===== src/hdl/ffca_pkg.sv =====
// Shared types and constants of the first-fit cell allocator.
package ffca_pkg;

  // Payload field widths
  localparam int unsigned ACTION_W = 2;
  localparam int unsigned AMOUNT_W = 8;
  localparam int unsigned EID_W    = 16;
  localparam int unsigned STATUS_W = 2;
  localparam int unsigned AID_W    = 16;

  // Configuration port
  localparam int unsigned CFG_W       = 8;
  localparam int unsigned APB_DATA_W  = 32;
  localparam int unsigned APB_ADDR_W  = 3;
  localparam logic [CFG_W-1:0] CELLS_RESET = 8'd128;
  localparam logic REG_CELLS_IN_USE = 1'b0;

  // Action codes
  localparam logic [ACTION_W-1:0] ACT_ALLOC  = 2'd0;
  localparam logic [ACTION_W-1:0] ACT_ERASE  = 2'd1;
  localparam logic [ACTION_W-1:0] ACT_DEFRAG = 2'd2;
  localparam logic [ACTION_W-1:0] ACT_UNUSED = 2'd3;

  // Result status codes
  localparam logic [STATUS_W-1:0] ST_OK      = 2'd0;
  localparam logic [STATUS_W-1:0] ST_FAIL    = 2'd1;
  localparam logic [STATUS_W-1:0] ST_ILLEGAL = 2'd2;

  // Datapath operation selected by the controller
  typedef enum logic [2:0] {
    CMD_NONE,
    CMD_CLEAR,
    CMD_ALLOC_SCAN,
    CMD_FILL,
    CMD_ERASE_SCAN,
    CMD_DEFRAG_SCAN,
    CMD_TAIL
  } dp_cmd_e;

  typedef struct packed {
    logic    load;
    dp_cmd_e cmd;
  } dp_ctrl_t;

  typedef struct packed {
    logic             ok;
    logic             scan_done;
    logic             found;
    logic             fill_done;
    logic             freed;
    logic             tail_done;
    logic             clear_done;
    logic [AID_W-1:0] id;
  } dp_stat_t;

endpackage


===== src/hdl/ffca_if.sv =====
// Valid/ready channel interfaces for request and result beats.
interface ffca_item_if;
  import ffca_pkg::*;
  logic                valid;
  logic                ready;
  logic [ACTION_W-1:0] action;
  logic [AMOUNT_W-1:0] amount;
  logic [EID_W-1:0]    erase_id;

  modport source (output valid, action, amount, erase_id, input ready);
  modport sink   (input valid, action, amount, erase_id, output ready);
endinterface

interface ffca_res_if;
  import ffca_pkg::*;
  logic                valid;
  logic                ready;
  logic [STATUS_W-1:0] status;
  logic [AID_W-1:0]    alloc_id;

  modport source (output valid, status, alloc_id, input ready);
  modport sink   (input valid, status, alloc_id, output ready);
endinterface


===== src/hdl/ffca_datapath.sv =====
// Cell store, scan counters and identifier counter of the allocator.
module ffca_datapath #(
  parameter int unsigned MAX_CELLS = 128,
  parameter int unsigned ID_BITS   = 16
) (
  input  logic                      clk_i,
  input  logic                      rst_ni,
  input  ffca_pkg::dp_ctrl_t        ctrl_i,
  input  logic [ffca_pkg::CFG_W-1:0]    cells_in_use_i,
  input  logic [ffca_pkg::AMOUNT_W-1:0] amount_i,
  input  logic [ffca_pkg::EID_W-1:0]    erase_id_i,
  output ffca_pkg::dp_stat_t        stat_o
);
  import ffca_pkg::*;

  localparam int unsigned AW    = (MAX_CELLS > 1) ? $clog2(MAX_CELLS) : 1;
  localparam int unsigned CNT_W = $clog2(MAX_CELLS + 1);
  localparam int unsigned MW    = (CNT_W > AMOUNT_W) ? CNT_W : AMOUNT_W;
  localparam int unsigned XW    = MW + 1;
  localparam int unsigned CMP_W = (ID_BITS > EID_W) ? ID_BITS : EID_W;

  // Cell store
  logic [ID_BITS-1:0] mem_q [MAX_CELLS];
  logic [ID_BITS-1:0] rdata_q;
  logic               we;
  logic [AW-1:0]      waddr;
  logic [ID_BITS-1:0] wdata;
  logic               re;

  // Control registers
  logic [CNT_W-1:0]    cnt_q, m_q, wr_q, fp_q;
  logic [AW-1:0]       addr_q;
  logic                vld_q, found_q, freed_q, ok_q;
  logic [AMOUNT_W-1:0] run_q, left_q, amount_q;
  logic [EID_W-1:0]    eid_q;
  logic [ID_BITS-1:0]  last_id_q;

  logic [CNT_W-1:0]    m_d;
  logic                scanning;
  logic [AMOUNT_W:0]   run_nx;
  logic                hit;
  logic [XW-1:0]       start_x;
  logic                eid_match;

  // Active cell count, limited to the store size
  assign m_d = (MW'(cells_in_use_i) > MW'(MAX_CELLS)) ? CNT_W'(MAX_CELLS)
                                                      : CNT_W'(cells_in_use_i);

  assign scanning = (ctrl_i.cmd == CMD_ALLOC_SCAN) || (ctrl_i.cmd == CMD_ERASE_SCAN) ||
                    (ctrl_i.cmd == CMD_DEFRAG_SCAN);
  assign re = scanning && (cnt_q < m_q);

  // Free-run tracking for first fit
  assign run_nx  = (rdata_q == '0) ? ({1'b0, run_q} + 1'b1) : '0;
  assign hit     = vld_q && !found_q && (run_nx == {1'b0, amount_q});
  assign start_x = XW'(addr_q) + XW'(1) - XW'(amount_q);

  assign eid_match = (CMP_W'(rdata_q) == CMP_W'(eid_q)) && (eid_q != '0);

  // Write port selection
  always_comb begin
    we    = 1'b0;
    waddr = cnt_q[AW-1:0];
    wdata = '0;
    case (ctrl_i.cmd)
      CMD_CLEAR: begin
        we    = (cnt_q != CNT_W'(MAX_CELLS));
        waddr = cnt_q[AW-1:0];
      end
      CMD_FILL: begin
        we    = (left_q != '0);
        waddr = fp_q[AW-1:0];
        wdata = last_id_q;
      end
      CMD_ERASE_SCAN: begin
        we    = vld_q && eid_match;
        waddr = addr_q;
      end
      CMD_DEFRAG_SCAN: begin
        we    = vld_q && (rdata_q != '0);
        waddr = wr_q[AW-1:0];
        wdata = rdata_q;
      end
      CMD_TAIL: begin
        we    = (wr_q < m_q);
        waddr = wr_q[AW-1:0];
      end
      default: begin
        we = 1'b0;
      end
    endcase
  end

  // Memory: one write and one registered read per cycle
  always_ff @(posedge clk_i) begin
    if (we) begin
      mem_q[waddr] <= wdata;
    end
    if (re) begin
      rdata_q <= mem_q[cnt_q[AW-1:0]];
    end
  end

  // Item fields
  always_ff @(posedge clk_i) begin
    if (ctrl_i.load) begin
      amount_q <= amount_i;
      eid_q    <= erase_id_i;
    end
  end

  // Counters and flags
  always_ff @(posedge clk_i or negedge rst_ni) begin
    if (!rst_ni) begin
      cnt_q     <= '0;
      m_q       <= '0;
      wr_q      <= '0;
      fp_q      <= '0;
      addr_q    <= '0;
      vld_q     <= 1'b0;
      found_q   <= 1'b0;
      freed_q   <= 1'b0;
      ok_q      <= 1'b0;
      run_q     <= '0;
      left_q    <= '0;
      last_id_q <= '0;
    end else if (ctrl_i.load) begin
      cnt_q   <= '0;
      m_q     <= m_d;
      wr_q    <= '0;
      vld_q   <= 1'b0;
      found_q <= 1'b0;
      freed_q <= 1'b0;
      run_q   <= '0;
      ok_q    <= (amount_i != '0) && (MW'(amount_i) <= MW'(m_d)) && (last_id_q != '1);
    end else begin
      // read issue and pipeline tag
      if (scanning) begin
        vld_q  <= re;
        addr_q <= cnt_q[AW-1:0];
        if (re) begin
          cnt_q <= cnt_q + 1'b1;
        end
      end else begin
        vld_q <= 1'b0;
      end
      case (ctrl_i.cmd)
        CMD_CLEAR: begin
          if (cnt_q != CNT_W'(MAX_CELLS)) begin
            cnt_q <= cnt_q + 1'b1;
          end
        end
        CMD_ALLOC_SCAN: begin
          if (vld_q && !found_q) begin
            run_q <= run_nx[AMOUNT_W-1:0];
          end
          if (hit) begin
            found_q   <= 1'b1;
            fp_q      <= CNT_W'(start_x);
            left_q    <= amount_q;
            last_id_q <= last_id_q + 1'b1;
          end
        end
        CMD_FILL: begin
          if (left_q != '0) begin
            fp_q   <= fp_q + 1'b1;
            left_q <= left_q - 1'b1;
          end
        end
        CMD_ERASE_SCAN: begin
          if (vld_q && eid_match) begin
            freed_q <= 1'b1;
          end
        end
        CMD_DEFRAG_SCAN: begin
          if (vld_q && (rdata_q != '0)) begin
            wr_q <= wr_q + 1'b1;
          end
        end
        CMD_TAIL: begin
          if (wr_q < m_q) begin
            wr_q <= wr_q + 1'b1;
          end
        end
        default: begin
        end
      endcase
    end
  end

  // Status back to the controller
  assign stat_o.ok         = ok_q;
  assign stat_o.scan_done  = (cnt_q == m_q) && !vld_q;
  assign stat_o.found      = found_q;
  assign stat_o.fill_done  = (left_q == '0);
  assign stat_o.freed      = freed_q;
  assign stat_o.tail_done  = (wr_q == m_q);
  assign stat_o.clear_done = (cnt_q == CNT_W'(MAX_CELLS));
  assign stat_o.id         = AID_W'(last_id_q);

endmodule


===== src/hdl/ffca_ctrl.sv =====
// Sequencer of the allocator: steps each request through the datapath.
module ffca_ctrl (
  input  logic                          clk_i,
  input  logic                          rst_ni,
  input  logic                          in_valid_i,
  input  logic [ffca_pkg::ACTION_W-1:0] in_action_i,
  output logic                          in_ready_o,
  input  logic                          out_ready_i,
  output logic                          out_valid_o,
  output logic [ffca_pkg::STATUS_W-1:0] out_status_o,
  output logic [ffca_pkg::AID_W-1:0]    out_alloc_id_o,
  output ffca_pkg::dp_ctrl_t            dp_ctrl_o,
  input  ffca_pkg::dp_stat_t            dp_stat_i
);
  import ffca_pkg::*;

  typedef enum logic [3:0] {
    S_CLEAR,
    S_IDLE,
    S_ACHECK,
    S_ASCAN,
    S_AFILL,
    S_ERASE,
    S_DEFRAG,
    S_TAIL,
    S_EMIT
  } state_e;

  state_e              state_q;
  logic                out_valid_q;
  logic [STATUS_W-1:0] status_q, pend_q;
  logic [AID_W-1:0]    alloc_id_q;
  logic                accept;
  logic                slot_free;

  assign in_ready_o = (state_q == S_IDLE);
  assign accept     = in_valid_i && in_ready_o;
  assign slot_free  = !out_valid_q || out_ready_i;

  // Datapath command follows the state
  always_comb begin
    dp_ctrl_o.load = accept;
    case (state_q)
      S_CLEAR:  dp_ctrl_o.cmd = CMD_CLEAR;
      S_ASCAN:  dp_ctrl_o.cmd = CMD_ALLOC_SCAN;
      S_AFILL:  dp_ctrl_o.cmd = CMD_FILL;
      S_ERASE:  dp_ctrl_o.cmd = CMD_ERASE_SCAN;
      S_DEFRAG: dp_ctrl_o.cmd = CMD_DEFRAG_SCAN;
      S_TAIL:   dp_ctrl_o.cmd = CMD_TAIL;
      default:  dp_ctrl_o.cmd = CMD_NONE;
    endcase
  end

  // State and result register
  always_ff @(posedge clk_i or negedge rst_ni) begin
    if (!rst_ni) begin
      state_q     <= S_CLEAR;
      out_valid_q <= 1'b0;
      status_q    <= ST_OK;
      pend_q      <= ST_OK;
      alloc_id_q  <= '0;
    end else begin
      // the emit state reloads the slot itself
      if (out_valid_q && out_ready_i && (state_q != S_EMIT)) begin
        out_valid_q <= 1'b0;
      end
      case (state_q)
        S_CLEAR: begin
          if (dp_stat_i.clear_done) begin
            state_q <= S_IDLE;
          end
        end
        S_IDLE: begin
          if (accept) begin
            case (in_action_i)
              ACT_ALLOC:  state_q <= S_ACHECK;
              ACT_ERASE:  state_q <= S_ERASE;
              ACT_DEFRAG: state_q <= S_DEFRAG;
              default:    state_q <= S_IDLE;
            endcase
          end
        end
        S_ACHECK: begin
          if (dp_stat_i.ok) begin
            state_q <= S_ASCAN;
          end else begin
            pend_q  <= ST_FAIL;
            state_q <= S_EMIT;
          end
        end
        S_ASCAN: begin
          if (dp_stat_i.found) begin
            state_q <= S_AFILL;
          end else if (dp_stat_i.scan_done) begin
            pend_q  <= ST_FAIL;
            state_q <= S_EMIT;
          end
        end
        S_AFILL: begin
          if (dp_stat_i.fill_done) begin
            pend_q  <= ST_OK;
            state_q <= S_EMIT;
          end
        end
        S_ERASE: begin
          if (dp_stat_i.scan_done) begin
            if (dp_stat_i.freed) begin
              state_q <= S_IDLE;
            end else begin
              pend_q  <= ST_ILLEGAL;
              state_q <= S_EMIT;
            end
          end
        end
        S_DEFRAG: begin
          if (dp_stat_i.scan_done) begin
            state_q <= S_TAIL;
          end
        end
        S_TAIL: begin
          if (dp_stat_i.tail_done) begin
            state_q <= S_IDLE;
          end
        end
        S_EMIT: begin
          // wait for a free output slot
          if (slot_free) begin
            out_valid_q <= 1'b1;
            status_q    <= pend_q;
            alloc_id_q  <= (pend_q == ST_OK) ? dp_stat_i.id : '0;
            state_q     <= S_IDLE;
          end
        end
        default: begin
          state_q <= S_IDLE;
        end
      endcase
    end
  end

  assign out_valid_o    = out_valid_q;
  assign out_status_o   = status_q;
  assign out_alloc_id_o = alloc_id_q;

endmodule


===== src/hdl/first_fit_cell_allocator_unit.sv =====
// Top level of the first-fit cell allocator with compaction.
//
// Requests arrive on item_i (valid/ready): allocate a run of amount cells,
// erase every cell of erase_id, or defragment. Results leave on result_o:
// one beat for every allocate, one for an illegal erase, none otherwise.
// The APB port holds cells_in_use (address 0), the number of active cells.
// One request is worked at a time, with the cells read and written through
// the single-port-pair cell memory, one cell per cycle:
//   allocate   a scan for a free run of amount cells, then a fill of that run
//   erase      one scan of the M active cells
//   defragment a compaction pass over the M cells, then a tail clear
// where M is the active cell count. Each scan reads through the registered read port.
// After reset all MAX_CELLS cells of the memory are swept to zero;
// item_i.ready stays low meanwhile, APB writes are taken as usual.
// The result sits in an output register: a new request is taken while it
// waits, and a stalled receiver only holds the block when the next result
// is due.
module first_fit_cell_allocator_unit #(
  parameter int unsigned MAX_CELLS = 128,
  parameter int unsigned ID_BITS   = 16
) (
  input  logic                                 clk_i,
  input  logic                                 rst_ni,
  ffca_item_if.sink                            item_i,
  ffca_res_if.source                           result_o,
  input  logic                                 psel,
  input  logic                                 penable,
  input  logic                                 pwrite,
  input  logic [ffca_pkg::APB_ADDR_W-1:0]      paddr,
  input  logic [ffca_pkg::APB_DATA_W-1:0]      pwdata,
  output logic [ffca_pkg::APB_DATA_W-1:0]      prdata,
  output logic                                 pready
);
  import ffca_pkg::*;

  logic [CFG_W-1:0] cells_in_use_q;
  dp_ctrl_t         dp_ctrl;
  dp_stat_t         dp_stat;
  logic             reg_sel;

  // Register file: one register, word-aligned
  assign reg_sel = (paddr[2] == REG_CELLS_IN_USE);
  assign pready  = 1'b1;
  assign prdata  = reg_sel ? APB_DATA_W'(cells_in_use_q) : '0;

  always_ff @(posedge clk_i or negedge rst_ni) begin
    if (!rst_ni) begin
      cells_in_use_q <= CELLS_RESET;
    end else if (psel && penable && pwrite && pready && reg_sel) begin
      cells_in_use_q <= pwdata[CFG_W-1:0];
    end
  end

  ffca_ctrl u_ctrl (
    .clk_i          (clk_i),
    .rst_ni         (rst_ni),
    .in_valid_i     (item_i.valid),
    .in_action_i    (item_i.action),
    .in_ready_o     (item_i.ready),
    .out_ready_i    (result_o.ready),
    .out_valid_o    (result_o.valid),
    .out_status_o   (result_o.status),
    .out_alloc_id_o (result_o.alloc_id),
    .dp_ctrl_o      (dp_ctrl),
    .dp_stat_i      (dp_stat)
  );

  ffca_datapath #(
    .MAX_CELLS (MAX_CELLS),
    .ID_BITS   (ID_BITS)
  ) u_datapath (
    .clk_i          (clk_i),
    .rst_ni         (rst_ni),
    .ctrl_i         (dp_ctrl),
    .cells_in_use_i (cells_in_use_q),
    .amount_i       (item_i.amount),
    .erase_id_i     (item_i.erase_id),
    .stat_o         (dp_stat)
  );

endmodule


===== src/flat_wrapper.sv =====
// flat-port wrapper written by rule: the top's interface ports become plain ports
module first_fit_cell_allocator_unit_flat import ffca_pkg::*;
#(
  parameter int unsigned MAX_CELLS = 128,
  parameter int unsigned ID_BITS   = 16
)
  (clk_i, rst_ni, psel, penable, pwrite, paddr, pwdata, prdata, pready, item_i_valid, item_i_action, item_i_amount, item_i_erase_id, item_i_ready, result_o_valid, result_o_status, result_o_alloc_id, result_o_ready);
  ffca_item_if item_i_i ();
  ffca_res_if result_o_i ();
  input  logic clk_i;
  input  logic rst_ni;
  input  logic psel;
  input  logic penable;
  input  logic pwrite;
  input  logic [ffca_pkg::APB_ADDR_W-1:0] paddr;
  input  logic [ffca_pkg::APB_DATA_W-1:0] pwdata;
  output logic [ffca_pkg::APB_DATA_W-1:0] prdata;
  output logic pready;
  input wire logic [$bits(item_i_i.valid)-1:0] item_i_valid;
  input wire logic [$bits(item_i_i.action)-1:0] item_i_action;
  input wire logic [$bits(item_i_i.amount)-1:0] item_i_amount;
  input wire logic [$bits(item_i_i.erase_id)-1:0] item_i_erase_id;
  output wire logic [$bits(item_i_i.ready)-1:0] item_i_ready;
  output wire logic [$bits(result_o_i.valid)-1:0] result_o_valid;
  output wire logic [$bits(result_o_i.status)-1:0] result_o_status;
  output wire logic [$bits(result_o_i.alloc_id)-1:0] result_o_alloc_id;
  input wire logic [$bits(result_o_i.ready)-1:0] result_o_ready;
  assign item_i_i.valid = item_i_valid;
  assign item_i_i.action = item_i_action;
  assign item_i_i.amount = item_i_amount;
  assign item_i_i.erase_id = item_i_erase_id;
  assign item_i_ready = item_i_i.ready;
  assign result_o_valid = result_o_i.valid;
  assign result_o_status = result_o_i.status;
  assign result_o_alloc_id = result_o_i.alloc_id;
  assign result_o_i.ready = result_o_ready;
  first_fit_cell_allocator_unit #(.MAX_CELLS(MAX_CELLS), .ID_BITS(ID_BITS)) u_core (.clk_i(clk_i), .rst_ni(rst_ni), .item_i(item_i_i), .result_o(result_o_i), .psel(psel), .penable(penable), .pwrite(pwrite), .paddr(paddr), .pwdata(pwdata), .prdata(prdata), .pready(pready));
endmodule

===== config.mk =====
export PLATFORM = sky130hd
export DESIGN_NAME = first_fit_cell_allocator_unit_flat
export DESIGN_NICKNAME = d
export VERILOG_FILES = /design/src/hdl/ffca_pkg.sv /design/src/hdl/ffca_if.sv /design/src/hdl/ffca_datapath.sv /design/src/hdl/ffca_ctrl.sv /design/src/hdl/first_fit_cell_allocator_unit.sv /design/src/flat_wrapper.sv
export SDC_FILE = /design/constraint.sdc
export NUM_CORES = 2
export LEC_CHECK = 0
export ABC_AREA = 1
export BUFFER_PORTS_ARGS = -buffer_cell sky130_fd_sc_hd__buf_2
export CAP_MARGIN = 30
export CORE_MARGIN = 10
export CORE_UTILIZATION = 35
export DETAILED_ROUTE_END_ITERATION = 12
export GPL_ROUTABILITY_DRIVEN = 1
export PLACE_DENSITY = 0.58
export SLEW_MARGIN = 20
export SYNTH_ARGS = -nofsm -noshare
export SYNTH_HDL_FRONTEND = slang
export SYNTH_SLANG_ARGS = --single-unit

===== constraint.sdc =====
create_clock -name clk_i -period 14.1 [get_ports clk_i]
set_input_delay 0.705 -clock clk_i [delete_from_list [all_inputs] [get_ports clk_i]]
set_output_delay 0.705 -clock clk_i [all_outputs]
set_load 0.02 [all_outputs]

==> key figures <==
Yosys
  – Synth Instances: 7421
  – Sequential element share of the synthesized area: 72.4%
  – Cell Area, Synth: 0.0903 mm²
  – Synth async-reset ratio: 4.87%
  – Number of synthesized flops with an enable pin: 2088
  – Synth top area cells: edfxtp_1 69%, nand2_1 6.7%, dfrtp_1 2.9%
  – Yosys top cell area share: 69.5%
  – Yosys synthesis warning count: 0
  – #FFs+latches synth: 2195
  – Leading area contributor after synthesis: edfxtp_1
  – Count of cell types in the netlist: 51
  – Syn avg cell area: 12.2 µm²
  – Predominant post-synthesis flop cell: edfxtp_1

Setup path
  – Reg2reg path depth: 12
  – WP data required: 14830 ps
  – Startpoint types: flop
  – Worst Setup End Kind: flop
  – CP arrival: 5960 ps
  – Critical path class: reg -> reg
  – Max Fanout on Critical Path: 126

Floorplan
  – I/O pin cnt: 121
  – Initial Utilization: 35.2%
  – Die height: 528 µm
  – CORE AREA: 0.257 mm²
  – Num rows: 186
  – Die W: 528 µm
  – Die area: 0.279 mm²

Global route
  – Gr usage total: 17.0%
  – Initial antenna violation count: 8
  – Vias in the first global route: 54700
  – Global-route wire length before repair: 362000 µm
  – Residual overflow from global routing: 0
  – Largest net degree at the start of global routing: 198

Timing
  – Fmax: 0.191 GHz
  – Worst Tran Pin Value: 1090 ps
  – Max_slew headroom: 27.3%
  – Final Hold Viols: 0
  – Final Setup Violations: 0
  – Final Slew Violations: 0
  – Setup Skew: 58.3 ps
  – Setup_tns: 0 ps
  – Min Clock Period, post-route: 5230 ps
  – Period utilization: 37.1%
  – RSZ-0062 raised after global routing: false

Route
  – Vias: 58100
  – Post-route DRC: 0
  – Vias per Instance: 5.27
  – DRT iter0 DRCs: 6288
  – DRT antenna net count: 0
  – WL final: 247000 µm
  – DRT Pass-1 Iters: 6
  – DR WL/cell: 22.4 µm

CTS
  – Clock Pin Slew Worst Setup and Hold Paths: 60 ps
  – CTS Buffer Depth: 3
  – Sink Count: 2195
  – TritonCTS Buffers: 215
  – Resized cells post-CTS: 0
  – Clock Latency Late Sink: 880 ps
  – Setup bufs post-CTS: 0
  – CTS tree: done
  – CTS Root Buffer Type: clkbuf_16
  – CTS H-tree depth: 4

Final layout
  – # fillers: 23900
  – Layout Nets: 7585
  – Layout overhead on the synthesized area: 12.6%
  – Design area: 0.102 mm²
  – Share of cells above drive strength 1: 8.42%

Hold path
  – Worst hold path depth: 3
  – Worst hold path class: in -> reg

Power and ir drop
  – Peak VDD IR: 0.000266 V
  – Total power: 18.5 mW
  – Leakage: 37.9 nW
  – Pwr Density: 182 mW/mm²

Run
  – MaxCap Viol Count: 0

Placement
  – IO Port Bufs: 69
  – Cell Area, Placed: 0.0946 mm²
  – Placer Congestion: 0.888
  – DP HPWL: 136000 µm

Outcome
  – Status: finished, final reports clean
[placed cells by master (no fill, tap or decap), types with 101 or more instances in the layout]
cell and instances:
edfxtp_1 2088, nand2_1 1616, nor2_1 552, o21ai_0 510, a21oi_1 483, nand3_1 477, inv_1 271, clkbuf_16 220
o22ai_1 188, buf_4 160, mux2i_1 151, o211ai_1 150, nor3_1 115, dfrtp_1 101
[cell usage after synthesis (29+ instances only)]
master and instances:
buf_4 42, nor3_1 115, nand2_1 1618, clkbuf_1 277
nand4_1 38, mux2i_1 151, buf_1 41, a21oi_1 483
buf_2 101, ha_1 47, dfrtp_1 106, o22ai_1 198
edfxtp_1 2088, nand3_1 477, o21ai_0 515, o211ai_1 150
inv_2 29, inv_1 273, nor2_1 559
[per-stage QoR]
| stage | hold WS [ps] | instances | util (%) | setup slack, ps |
|---|---|---|---|---|
| finish | 77.4 | 11000 | 39.6 | 8870 |
| global route | 62.8 | 11000 | 39.6 | 8580 |
| CTS | 4.36 | 11000 | 39.5 | 8860 |
| detailed placement | 459 | 10600 | 36.8 | 8880 |
| global placement | 455 | 10600 | 36.8 | 8910 |
| floorplan | 409 | 7444 | - | 6840 |
[cell families after synthesis]
family / count (synthesis) / synth area share [%]
muxes: 152 / 1.69
buffers and inverters: 770 / 3.54
other: 2 / 0.00832
adders and majority gates: 48 / 0.674
xor gates and xnor gates: 19 / 0.184
AOI/OAI and AO/OA: 1377 / 8.45
and+or+nand+nor: 2858 / 13.0
DFF: 2195 / 72.4
[registers in the layout, indices dropped and copies added, names as in the netlist, 8 cells and up]
register                      cells
u_core.u_datapath.cnt_q           8
u_core.u_datapath.rdata_q        16
u_core.u_datapath.last_id_q      16
u_core.u_datapath.left_q          8
u_core.u_datapath.wr_q            8
u_core.cells_in_use_q             8
u_core.u_datapath.run_q           8
u_core.u_datapath.m_q             8
u_core.u_datapath.mem_q        2048
u_core.u_ctrl.out_alloc_id_o     16
u_core.u_datapath.eid_q          16
u_core.u_datapath.amount_q        8
[worst paths after layout]
| check | start | endpoint | slack (ps) |
|---|---|---|---|
| setup / recovery | u_core.u_datapath.cnt_q[0]$_DFF_PN0_ | u_core.u_datapath.rdata_q[9]$_DFFE_PN_ | 8870 |
| hold / removal | pwdata[7] | u_core.cells_in_use_q[7]$_DFFE_PN1P_ | 80 |
| setup reg to reg | u_core.u_datapath.cnt_q[0]$_DFF_PN0_ | u_core.u_datapath.rdata_q[9]$_DFFE_PN_ | 8870 |
| hold reg to reg | u_core.u_datapath.left_q[0]$_DFFE_PN0P_ | u_core.u_datapath.left_q[0]$_DFFE_PN0P_ | 470 |
| max in group asynchronous | rst_ni | u_core.u_datapath.cnt_q[4]$_DFF_PN0_ | 12310 |
| min in group asynchronous | rst_ni | u_core.u_ctrl.out_valid_o$_DFF_PN0_ | 380 |
[critical path, stage by stage (launching register included)]
cell     delay, ps
dfrtp_4        750
inv_8          650
buf_4          700
buf_4          630
buf_4          700
nand2_1        120
a21oi_1        170
nor3_1          80
nand2_1        160
nand3_1        200
nand3_1        310
nand3_1        330
nand3_1        160
[metal layers]
metal | part of all wire [%] | wire, µm | track usage, % | up-vias
met3 | 7.9 | 19500 | 3.02 | 396
met2 | 46 | 113000 | 26.7 | 2244
met1 | 43 | 106000 | 23.7 | 28800
li1 | - | - | - | 26600
met5 | 0.013 | 33 | 0 | -
met4 | 3.3 | 8260 | 6.01 | 4
[cell type report]
cell class / count / area, µm² / area share (%)
Sequential cell: 2195 / 65400 / 64.4
Clock inverter: 109 / 861 / 0.847
Tap cell: 3384 / 4230 / 4.17
Timing Repair Buffer: 271 / 2150 / 2.12
Inverter: 307 / 1180 / 1.16
Antenna cell: 2 / 5.00 / 0.00493
Clock buffer: 278 / 5750 / 5.66
Multi-Input combinational cell: 4479 / 22000 / 21.7
[timing repair]
action                                  in CTS  in global routing
endpoints found under the setup margin       0                  0
endpoints found under the hold margin       66                  0
hold buffers                                23                  0
[report_power, final]
part,internal [mW],total (mW),switching (mW)
sequential,7.29,7.51,0.227
clock,3.05,5.47,2.42
combinational,1.44,5.48,4.04
Power figures use the tool's default switching activity.
